**src/rtl/cffr_pkg.sv**
```systemverilog
// Shared types, constants and a helper function for the case-folding find and replace block.
package cffr_pkg;

   // Data and window sizing.
   localparam int BYTE_W      = 8;
   localparam int WIN_DEPTH   = 16;
   localparam int CNT_W       = 5;
   localparam int PATTERN_MAX = 16;
   localparam int REPL_MAX    = 16;

   // Job queue between the front and back parts.
   localparam int QUEUE_DEPTH = 4;
   localparam int QPTR_W      = 2;
   localparam int QCNT_W      = 3;

   // Configuration port.
   localparam int CSR_IDX_W  = 3;
   localparam int CSR_DATA_W = 64;

   // Length limits after clamping.
   localparam logic [CNT_W-1:0] PLEN_CAP =
      CNT_W'((PATTERN_MAX < WIN_DEPTH) ? PATTERN_MAX : WIN_DEPTH);
   localparam logic [CNT_W-1:0] RLEN_CAP =
      CNT_W'((REPL_MAX < WIN_DEPTH) ? REPL_MAX : WIN_DEPTH);

   // ASCII letters and the distance between the two cases.
   localparam logic [BYTE_W-1:0] CHAR_UPPER_A = 8'h41;
   localparam logic [BYTE_W-1:0] CHAR_UPPER_Z = 8'h5A;
   localparam logic [BYTE_W-1:0] CHAR_LOWER_A = 8'h61;
   localparam logic [BYTE_W-1:0] CHAR_LOWER_Z = 8'h7A;
   localparam logic [BYTE_W-1:0] CASE_OFFSET  = 8'd32;

   // Register indexes.
   typedef enum logic [CSR_IDX_W-1:0] {
      CSR_PATTERN_LEN = 3'd0,
      CSR_PATTERN_LO  = 3'd1,
      CSR_PATTERN_HI  = 3'd2,
      CSR_REPL_LEN    = 3'd3,
      CSR_REPL_LO     = 3'd4,
      CSR_REPL_HI     = 3'd5
   } csr_index_type;

   // Effective configuration as seen by the datapath.
   typedef struct packed {
      logic [CNT_W-1:0]                  plen;
      logic [CNT_W-1:0]                  rlen;
      logic [WIN_DEPTH-1:0][BYTE_W-1:0]  pattern;
      logic [WIN_DEPTH-1:0][BYTE_W-1:0]  repl;
   } cffr_cfg_type;

   // One queued job: all results caused by one input transaction.
   typedef struct packed {
      logic [WIN_DEPTH-1:0][BYTE_W-1:0]  data;
      logic [CNT_W-1:0]                  n_bytes;
      logic                              text_end;
   } cffr_job_type;

   // Case-insensitive byte compare for ASCII letters.
   function automatic logic fold_eq(input logic [BYTE_W-1:0] t,
                                    input logic [BYTE_W-1:0] p);
      logic result;
      result = (t == p);
      if (t >= CHAR_UPPER_A && t <= CHAR_UPPER_Z && p == t + CASE_OFFSET) begin
         result = 1'b1;
      end
      if (t >= CHAR_LOWER_A && t <= CHAR_LOWER_Z && p + CASE_OFFSET == t) begin
         result = 1'b1;
      end
      return result;
   endfunction

endpackage

```
**src/rtl/cffr_front.sv**
```systemverilog
// Front part: accepts text bytes, keeps the match window and classifies each byte into a job.
module cffr_front
   import cffr_pkg::*;
(
   input  logic                clock,
   input  logic                reset,
   input  cffr_cfg_type        cfg,
   input  logic                win_clear,
   input  logic                req_valid,
   input  logic [BYTE_W-1:0]   req_text_byte,
   input  logic                req_text_last,
   output logic                req_stall,
   input  logic                q_full,
   output logic                push,
   output cffr_job_type        push_job
);

   logic [WIN_DEPTH-1:0][BYTE_W-1:0] win_ff, win_in;
   logic [CNT_W-1:0]                 fill_ff, fill_in;
   logic [WIN_DEPTH-1:0][BYTE_W-1:0] cand;
   logic [WIN_DEPTH-1:0][BYTE_W-1:0] shifted;
   logic [CNT_W-1:0]                 fill_base;
   logic [CNT_W-1:0]                 fill_new;
   logic                             full;
   logic                             hit;
   logic                             accept;

   assign req_stall = q_full;
   assign accept    = req_valid && !q_full;

   // Place the new byte behind the bytes already in the window.
   always_comb begin
      fill_base = (fill_ff >= cfg.plen) ? '0 : fill_ff;
      fill_new  = fill_base + CNT_W'(1);
      full      = (fill_new >= cfg.plen);
      for (int i = 0; i < WIN_DEPTH; i++) begin
         cand[i] = (fill_base == CNT_W'(i)) ? req_text_byte : win_ff[i];
      end
      for (int i = 0; i < WIN_DEPTH - 1; i++) begin
         shifted[i] = cand[i+1];
      end
      shifted[WIN_DEPTH-1] = cand[WIN_DEPTH-1];
   end

   // Compare every window position in use with the pattern in parallel.
   always_comb begin
      hit = full;
      for (int i = 0; i < WIN_DEPTH; i++) begin
         if (CNT_W'(i) < cfg.plen && !fold_eq(cand[i], cfg.pattern[i])) begin
            hit = 1'b0;
         end
      end
   end

   // Build the job and the next window state.
   always_comb begin
      push_job.text_end = req_text_last;
      if (hit) begin
         push_job.data    = cfg.repl;
         push_job.n_bytes = cfg.rlen;
         win_in           = cand;
         fill_in          = '0;
      end else if (full) begin
         push_job.data    = cand;
         push_job.n_bytes = req_text_last ? cfg.plen : CNT_W'(1);
         win_in           = shifted;
         fill_in          = fill_new - CNT_W'(1);
      end else begin
         push_job.data    = cand;
         push_job.n_bytes = req_text_last ? fill_new : '0;
         win_in           = cand;
         fill_in          = fill_new;
      end
      if (req_text_last) begin
         fill_in = '0;
      end
      push = accept && (push_job.n_bytes != '0 || req_text_last);
   end

   // Window bytes carry no reset; the fill count does.
   always_ff @(posedge clock) begin
      if (accept) begin
         win_ff <= win_in;
      end
   end

   always_ff @(posedge clock) begin
      if (reset) begin
         fill_ff <= '0;
      end else if (win_clear) begin
         fill_ff <= '0;
      end else if (accept) begin
         fill_ff <= fill_in;
      end
   end

`ifndef SYNTHESIS
   // The window never holds a full pattern between transactions.
   assert property (@(posedge clock) disable iff (reset) fill_ff < cfg.plen)
      else $error("window fill reached the pattern length");
`endif

endmodule

```
**src/rtl/cffr_queue.sv**
```systemverilog
// Short job queue that decouples the front part from the back part.
module cffr_queue
   import cffr_pkg::*;
(
   input  logic          clock,
   input  logic          reset,
   input  logic          push,
   input  cffr_job_type  push_job,
   input  logic          pop,
   output cffr_job_type  head,
   output logic          empty,
   output logic          full
);

   cffr_job_type              entry_ff [QUEUE_DEPTH];
   logic [QPTR_W-1:0]         wr_ptr_ff, wr_ptr_in;
   logic [QPTR_W-1:0]         rd_ptr_ff, rd_ptr_in;
   logic [QCNT_W-1:0]         count_ff, count_in;

   assign empty = (count_ff == '0);
   assign full  = (count_ff == QCNT_W'(QUEUE_DEPTH));
   assign head  = entry_ff[rd_ptr_ff];

   // Pointer and occupancy updates.
   always_comb begin
      wr_ptr_in = push ? wr_ptr_ff + QPTR_W'(1) : wr_ptr_ff;
      rd_ptr_in = pop ? rd_ptr_ff + QPTR_W'(1) : rd_ptr_ff;
      count_in  = count_ff + QCNT_W'(push) - QCNT_W'(pop);
   end

   always_ff @(posedge clock) begin
      if (push) begin
         entry_ff[wr_ptr_ff] <= push_job;
      end
   end

   always_ff @(posedge clock) begin
      if (reset) begin
         wr_ptr_ff <= '0;
         rd_ptr_ff <= '0;
         count_ff  <= '0;
      end else begin
         wr_ptr_ff <= wr_ptr_in;
         rd_ptr_ff <= rd_ptr_in;
         count_ff  <= count_in;
      end
   end

`ifndef SYNTHESIS
   // The front part must hold off while the queue is full.
   assert property (@(posedge clock) disable iff (reset) !(push && full))
      else $error("job pushed into a full queue");
   // The back part must not take a job that is not there.
   assert property (@(posedge clock) disable iff (reset) !(pop && empty))
      else $error("job popped from an empty queue");
   // Occupancy never exceeds the queue depth.
   assert property (@(posedge clock) disable iff (reset)
                    count_ff <= QCNT_W'(QUEUE_DEPTH))
      else $error("queue occupancy out of range");
`endif

endmodule

```
**src/rtl/cffr_back.sv**
```systemverilog
// Back part: expands queued jobs into result transactions through an output register.
module cffr_back
   import cffr_pkg::*;
(
   input  logic                clock,
   input  logic                reset,
   input  cffr_job_type        head,
   input  logic                empty,
   output logic                pop,
   output logic                rsp_valid,
   input  logic                rsp_stall,
   output logic [BYTE_W-1:0]   rsp_out_byte,
   output logic                rsp_run_last,
   output logic                rsp_text_end
);

   logic [CNT_W-1:0]   pos_ff, pos_in;
   logic               rsp_valid_ff, rsp_valid_in;
   logic [BYTE_W-1:0]  byte_ff, byte_in;
   logic               run_last_ff, run_last_in;
   logic               text_end_ff, text_end_in;
   logic [CNT_W-1:0]   total;
   logic               load;
   logic               issue;
   logic               final_item;

   assign rsp_valid    = rsp_valid_ff;
   assign rsp_out_byte = byte_ff;
   assign rsp_run_last = run_last_ff;
   assign rsp_text_end = text_end_ff;

   // The output register takes a new result when it is empty or being drained.
   always_comb begin
      load       = !rsp_valid_ff || !rsp_stall;
      issue      = load && !empty;
      total      = head.n_bytes + CNT_W'(head.text_end);
      final_item = (pos_ff + CNT_W'(1) == total);
      pop        = issue && final_item;
      pos_in     = pop ? '0 : pos_ff + CNT_W'(1);
   end

   // Choose the text byte or the end marker for the current position.
   always_comb begin
      run_last_in = final_item;
      if (pos_ff < head.n_bytes) begin
         byte_in     = head.data[pos_ff[3:0]];
         text_end_in = 1'b0;
      end else begin
         byte_in     = '0;
         text_end_in = 1'b1;
      end
      rsp_valid_in = load ? !empty : rsp_valid_ff;
   end

   always_ff @(posedge clock) begin
      if (issue) begin
         byte_ff     <= byte_in;
         run_last_ff <= run_last_in;
         text_end_ff <= text_end_in;
      end
   end

   always_ff @(posedge clock) begin
      if (reset) begin
         rsp_valid_ff <= 1'b0;
         pos_ff       <= '0;
      end else begin
         rsp_valid_ff <= rsp_valid_in;
         if (issue) begin
            pos_ff <= pos_in;
         end
      end
   end

`ifndef SYNTHESIS
   // The position within a job stays inside that job's result count.
   assert property (@(posedge clock) disable iff (reset) !empty |-> pos_ff < total)
      else $error("result position beyond the current job");
   // An end marker always closes the results of its transaction.
   assert property (@(posedge clock) disable iff (reset)
                    rsp_valid_ff && text_end_ff |-> run_last_ff)
      else $error("end marker without run_last");
`endif

endmodule

```
**src/rtl/case_fold_find_replace.sv**
```systemverilog
// Top level of the case-insensitive streaming find and replace block.
//
// Text bytes enter on the req_ channel at up to one transaction per cycle and are matched
// against the configured pattern (1 to 16 characters, ASCII letters compared without regard
// to case); results leave on the rsp_ channel through an output register, one per cycle
// while rsp_stall is low. An unmatched byte gives one result, a match gives repl_len results
// (possibly none), and the byte marked last also gives the remaining window bytes and an end
// marker. The front part classifies one byte per cycle with a parallel window compare; a
// four-job queue lets it run ahead while the back part expands replacements, so input stalls
// only when that queue fills, which takes results coming out more slowly than text goes in:
// long replacements, end-of-text flushes or a stalled rsp_ channel. Results are built from
// jobs held in the queue. Configuration writes are always taken (csr_ready is high)
// and must be made while the block is idle; writing pattern_len empties the window.
module case_fold_find_replace
   import cffr_pkg::*;
(
   input  logic                   clock,
   input  logic                   reset,
   input  logic                   req_valid,
   output logic                   req_stall,
   input  logic [BYTE_W-1:0]      req_text_byte,
   input  logic                   req_text_last,
   output logic                   rsp_valid,
   input  logic                   rsp_stall,
   output logic [BYTE_W-1:0]      rsp_out_byte,
   output logic                   rsp_run_last,
   output logic                   rsp_text_end,
   input  logic                   csr_valid,
   output logic                   csr_ready,
   input  logic [CSR_IDX_W-1:0]   csr_index,
   input  logic [CSR_DATA_W-1:0]  csr_wdata
);

   logic [CNT_W-1:0]       pattern_len_ff;
   logic [CSR_DATA_W-1:0]  pattern_lo_ff;
   logic [CSR_DATA_W-1:0]  pattern_hi_ff;
   logic [CNT_W-1:0]       repl_len_ff;
   logic [CSR_DATA_W-1:0]  repl_lo_ff;
   logic [CSR_DATA_W-1:0]  repl_hi_ff;
   logic                   csr_write;
   logic                   win_clear;
   cffr_cfg_type           cfg;
   logic                   push;
   cffr_job_type           push_job;
   logic                   pop;
   cffr_job_type           head;
   logic                   q_empty;
   logic                   q_full;

   assign csr_ready = 1'b1;
   assign csr_write = csr_valid && csr_ready;
   assign win_clear = csr_write && (csr_index == CSR_PATTERN_LEN);

   // Configuration registers.
   always_ff @(posedge clock) begin
      if (reset) begin
         pattern_len_ff <= CNT_W'(1);
         pattern_lo_ff  <= '0;
         pattern_hi_ff  <= '0;
         repl_len_ff    <= '0;
         repl_lo_ff     <= '0;
         repl_hi_ff     <= '0;
      end else if (csr_write) begin
         unique case (csr_index)
            CSR_PATTERN_LEN: pattern_len_ff <= csr_wdata[CNT_W-1:0];
            CSR_PATTERN_LO:  pattern_lo_ff  <= csr_wdata;
            CSR_PATTERN_HI:  pattern_hi_ff  <= csr_wdata;
            CSR_REPL_LEN:    repl_len_ff    <= csr_wdata[CNT_W-1:0];
            CSR_REPL_LO:     repl_lo_ff     <= csr_wdata;
            CSR_REPL_HI:     repl_hi_ff     <= csr_wdata;
            default: begin
            end
         endcase
      end
   end

   // Clamp the lengths and gather the effective configuration.
   always_comb begin
      priority if (pattern_len_ff == '0) begin
         cfg.plen = CNT_W'(1);
      end else if (pattern_len_ff > PLEN_CAP) begin
         cfg.plen = PLEN_CAP;
      end else begin
         cfg.plen = pattern_len_ff;
      end
      cfg.rlen    = (repl_len_ff > RLEN_CAP) ? RLEN_CAP : repl_len_ff;
      cfg.pattern = {pattern_hi_ff, pattern_lo_ff};
      cfg.repl    = {repl_hi_ff, repl_lo_ff};
   end

   cffr_front u_front (
      .clock         (clock),
      .reset         (reset),
      .cfg           (cfg),
      .win_clear     (win_clear),
      .req_valid     (req_valid),
      .req_text_byte (req_text_byte),
      .req_text_last (req_text_last),
      .req_stall     (req_stall),
      .q_full        (q_full),
      .push          (push),
      .push_job      (push_job)
   );

   cffr_queue u_queue (
      .clock    (clock),
      .reset    (reset),
      .push     (push),
      .push_job (push_job),
      .pop      (pop),
      .head     (head),
      .empty    (q_empty),
      .full     (q_full)
   );

   cffr_back u_back (
      .clock        (clock),
      .reset        (reset),
      .head         (head),
      .empty        (q_empty),
      .pop          (pop),
      .rsp_valid    (rsp_valid),
      .rsp_stall    (rsp_stall),
      .rsp_out_byte (rsp_out_byte),
      .rsp_run_last (rsp_run_last),
      .rsp_text_end (rsp_text_end)
   );

endmodule
```
**config.mk**
```make
export PLATFORM = sky130hd
export DESIGN_NAME = case_fold_find_replace
export DESIGN_NICKNAME = d
export VERILOG_FILES = /design/src/rtl/cffr_pkg.sv /design/src/rtl/cffr_front.sv /design/src/rtl/cffr_queue.sv /design/src/rtl/cffr_back.sv /design/src/rtl/case_fold_find_replace.sv
export SDC_FILE = /design/constraint.sdc
export NUM_CORES = 2
export LEC_CHECK = 0
export BUFFER_PORTS_ARGS = -buffer_cell sky130_fd_sc_hd__buf_2
export CAP_MARGIN = 20
export CORE_MARGIN = 2
export CORE_UTILIZATION = 25
export DETAILED_ROUTE_END_ITERATION = 10
export GPL_TIMING_DRIVEN = 0
export PLACE_DENSITY_LB_ADDON = 0.3
export SETUP_SLACK_MARGIN = 0.2
export SYNTH_ARGS = -nofsm -noshare
export SYNTH_HDL_FRONTEND = slang
export SYNTH_SLANG_ARGS = --single-unit
```
**constraint.sdc**
```tcl
create_clock -name clock -period 9.6 [get_ports clock]
set_clock_uncertainty 0.15 [all_clocks]
set_input_delay 0.96 -clock clock [delete_from_list [all_inputs] [get_ports clock]]
set_output_delay 0.96 -clock clock [all_outputs]
set_load 0.1 [all_outputs]
```
==> impl_results.md <==
- Largest family of logic cells by synthesized area: simple AND/OR/NAND/NOR gates
- Layout cells sized above 1: 0.164
- Clk Latency, worst-skew pair: 0.77 ns
- Utilization after layout: 0.297
- Remaining antenna violation count: 1
- Crit end category: register
- YS warnings: 0
- RSZ-0062 raised after global routing: false
- Req. time, crit path: 9.91 ns
- Most used cell, CP: ha_1
- Tcrit/Tclk final: 0.971
- Synthesized-area fraction occupied by xor and xnor cells: 0.0314
- Layout net count: 4595
- Initial DRC Count: 4366
- Crit Path Max Fanout: 10
- Sw Pwr: 4060 uW
- End point of the critical path: u_front.win_ff[76]
- Full die area: 193000 sq um
- CTS H-tree depth: 3
- Arr. time, crit path: 9.63 ns
- R2R Setup Slk: 0.28 ns
- Initial antenna violation count: 9
- Number of I/O pins: 94
- CTS Root Buffer Type: clkbuf_16
- Area of the mapped netlist: 47300 sq um
- Core box area: 188000 sq um
- Crit-path leading delay family: compound AO/OA/AOI/OAI gates
- Sink Count: 960
- Most common cell in the synthesized netlist: edfxtp_1
- Pin count of the biggest net entering global routing: 76
- Max incr delay on CP: 0.96 ns
- Post-Route WL: 204000 um
- Via count: 37100
- Clock buffer depth: 3
- Top cells by area, synth: edfxtp_1 43%, dfxtp_1 12%, mux4_2 8.4%, a21oi_1 5.7%, nand2_1 5.1%
- CTS tree: yes
- Gr usage total: 0.206
- Cell count along the critical path: 29
- Die height: 439 um
- Avg Synthesized Cell Area: 11.3 sq um
- Slew HR: 0.110
- Flop pwr share: 0.423
- TritonCTS Buffers: 107
- DR top layer: met5
- Synth Area in Adders: 0.0200
- Comb pwr share: 0.241
- Post-synthesis register bit count: 960
- Yosys top cell by area: edfxtp_1
- Clock-pin slew on the worst setup and hold paths: 0.07 ns
- Buf/Inv on CP: 9
- Post-synthesis mux area share: 0.119
- Grt ovf: 0
- Final min period: 9.32 ns
- Pin slew with the least headroom to its limit: 1.32 ns
- Slowest-stage cell, CP: a21oi_1
- Cell leakage power: 0.0191 uW
- Die W: 439 um
- Post-route DRC: 18
- Met2 Wirelength: 90400 um
- Routed wl met3: 16700 um
- Sequential cell area fraction in the yosys report: 0.549
- RR Startpoint: pattern_len_ff[4]
- Peak VDD IR: 0.147 mV
- Post-synth EDFFs: 674
- Routed vias/inst: 5.27
- CP Class: register to register
- I/O Buffers: 87
- FF-to-FF End: u_front.win_ff[76]
- Internal power: 8410 uW
- Area grow syn2layout: 18.1%
- Worst R2R Path Depth: 29
- Clock power share: 0.336
- Fillers: 19400
- Power Density: 223 nW/um^2
- M1 wire length: 82200 um
- Type of the worst min-delay path: register to register
- Maxcap violations: 0
- Synth top area share: 0.428
- Hold Violations, Final: 0
- Worst Setup Start Kind: register
- Finished layout cell area: 55800 sq um
- Starting Density: 0.252
- GP Congestion: 1.00
- Pins Over Slew Limit: 0
- Synth top cells by count: 674 x edfxtp_1, 639 x nand2_1, 537 x a21oi_1
- Final setup viols: 0
- DP Wirelength: 152000 um
- First-pass GRT wire length: 279000 um
- Top FF cell, synth: edfxtp_1
- Drt wl/cell: 29.0 um
- Core Rows: 159
- FFs w/ async S/R, synth: 0
- Synth Area in Simple Gates: 0.128
- Vias in the first global route: 34900
- Mapped Cells: 4168
- Synth Area in Compound Gates: 0.120
- Pre-antenna DRT Iters: 9
- Library cells used by synthesis: 120
- Synthesized net count: 4324
- Placed instance area: 51700 sq um
- Status: finished, violations left
- Failing checks: antenna violations, design-rule violations
- Peak Freq: 0.107 GHz
- Net Sw Frac: 0.325
- CP Launch Point: pattern_len_ff[4]
[metrics by stage]
step / setup WS (ns) / instances / power, uW / hold WS, ns / TNS, ns
floorplan: 0.323 / 4168 / 7030 / 0.282 / 0
global placement: -5.62 / 6750 / 8220 / 0.292 / -3959.81
detailed placement: -1.44 / 6805 / 8250 / 0.297 / -1010.60
CTS: 0.232 / 7017 / 12400 / 0.305 / 0
global route: 0.195 / 7029 / 12800 / 0.319 / 0
finish: 0.278 / 7038 / 12500 / 0.304 / 0
[cell usage in the layout, fill, tap and decap left out, types with 19 or more instances in the layout]
master	netlist	final
o22ai_1	24	24
nand3_1	72	72
and2_1	30	26
dfxtp_1	286	286
xor2_1	64	64
inv_1	96	95
mux2i_1	155	147
nor3_1	65	63
o211ai_1	26	26
clkinv_1	4	20
ha_1	74	73
buf_2	53	142
nor2_1	293	288
and3_1	20	20
nand2_1	639	638
mux4_2	176	176
a21oi_2	6	59
edfxtp_1	674	674
nor2b_1	42	42
nand2b_1	28	28
a21oi_1	537	481
nand4_1	30	30
nor4_1	27	27
o21ai_0	79	79
xnor2_1	103	103
a31oi_1	25	23
clkbuf_1	175	190
buf_8	0	30
clkinv_2	0	19
buf_1	24	21
clkbuf_16	0	112
buf_4	12	36
[power groups by stage]
stage                     Combinational, uW  Clock [uW]  Sequential, uW
after floorplan                        1560           0            5470
after global placement                 2810           0            5420
after detailed placement               2900           0            5350
after CTS                              2940        4240            5260
after global routing                   3130        4380            5310
final                                  3000        4180            5270
[area by class of cell]
| cell class | instances | area (sq um) | share of cell area |
|---|---|---|---|
| flip-flops and latches | 960 | 26000 | 0.465 |
| multi-input cells | 2844 | 20200 | 0.362 |
| well taps | 2495 | 3120 | 0.0559 |
| clock buffers | 148 | 3060 | 0.0548 |
| repair buffers | 158 | 1410 | 0.0252 |
| plain buffers | 267 | 1160 | 0.0208 |
| clock inverters | 54 | 480 | 0.00860 |
| inverters | 101 | 388 | 0.00695 |
| diodes | 11 | 27.5 | 0.000493 |
[sequential cells by signal, summed over array words and instances, names as in the netlist, 2 cells and up, named ones only]
signal               cells
pattern_len_ff           5
repl_lo_ff              64
u_queue.wr_ptr_ff        2
u_back.rsp_out_byte      8
u_front.win_ff         128
u_front.fill_ff          5
u_queue.rd_ptr_ff        2
u_queue.count_ff         3
repl_len_ff              5
repl_hi_ff              64
u_back.pos_ff            5
u_queue.entry_ff       536
pattern_hi_ff           64
pattern_lo_ff           64
[tightest hold or removal path, cell delays in order (launching register included)]
cell and delay, ns:
dfxtp_1 0.31, nand2_1 0.05, a21oi_1 0.05
[kinds of logic after synthesis]
| logic type | Yosys count |
|---|---|
| mux | 342 |
| other cells | 1 |
| simple gates | 1334 |
| xor+xnor | 168 |
| flops | 960 |
| fa+ha+maj | 75 |
| compound gates | 919 |
| buf+inv | 369 |
[repair_timing]
item	4_1_cts	5_1_grt
setup buffers	5	4
resized for setup	28	77
pin swaps	3	0
hold buffers	0	0
gates cloned	5	0
setup endpoints to repair	1198	1133
[metal layers]
metal / global-route usage / up-vias
li1: - / 16000
met1: 0.266 / 18700
met2: 0.318 / 1842
met3: 0.0381 / 514
met4: 0.126 / 8
met5: 0 / -
[worst min-delay path by stage]
stage	startpoint	end	slack [ns]	cells after the start
2_1_floorplan	repl_hi_ff[15]	repl_hi_ff[15]	0.28	2
3_3_place_gp	repl_hi_ff[49]	repl_hi_ff[49]	0.29	2
3_5_place_dp	repl_lo_ff[42]	repl_lo_ff[42]	0.30	2
4_1_cts	repl_hi_ff[49]	repl_hi_ff[49]	0.30	2
5_1_grt	repl_lo_ff[17]	repl_lo_ff[17]	0.32	2
6_report	repl_lo_ff[31]	repl_lo_ff[31]	0.30	2
(Power assumes the default switching activity.)
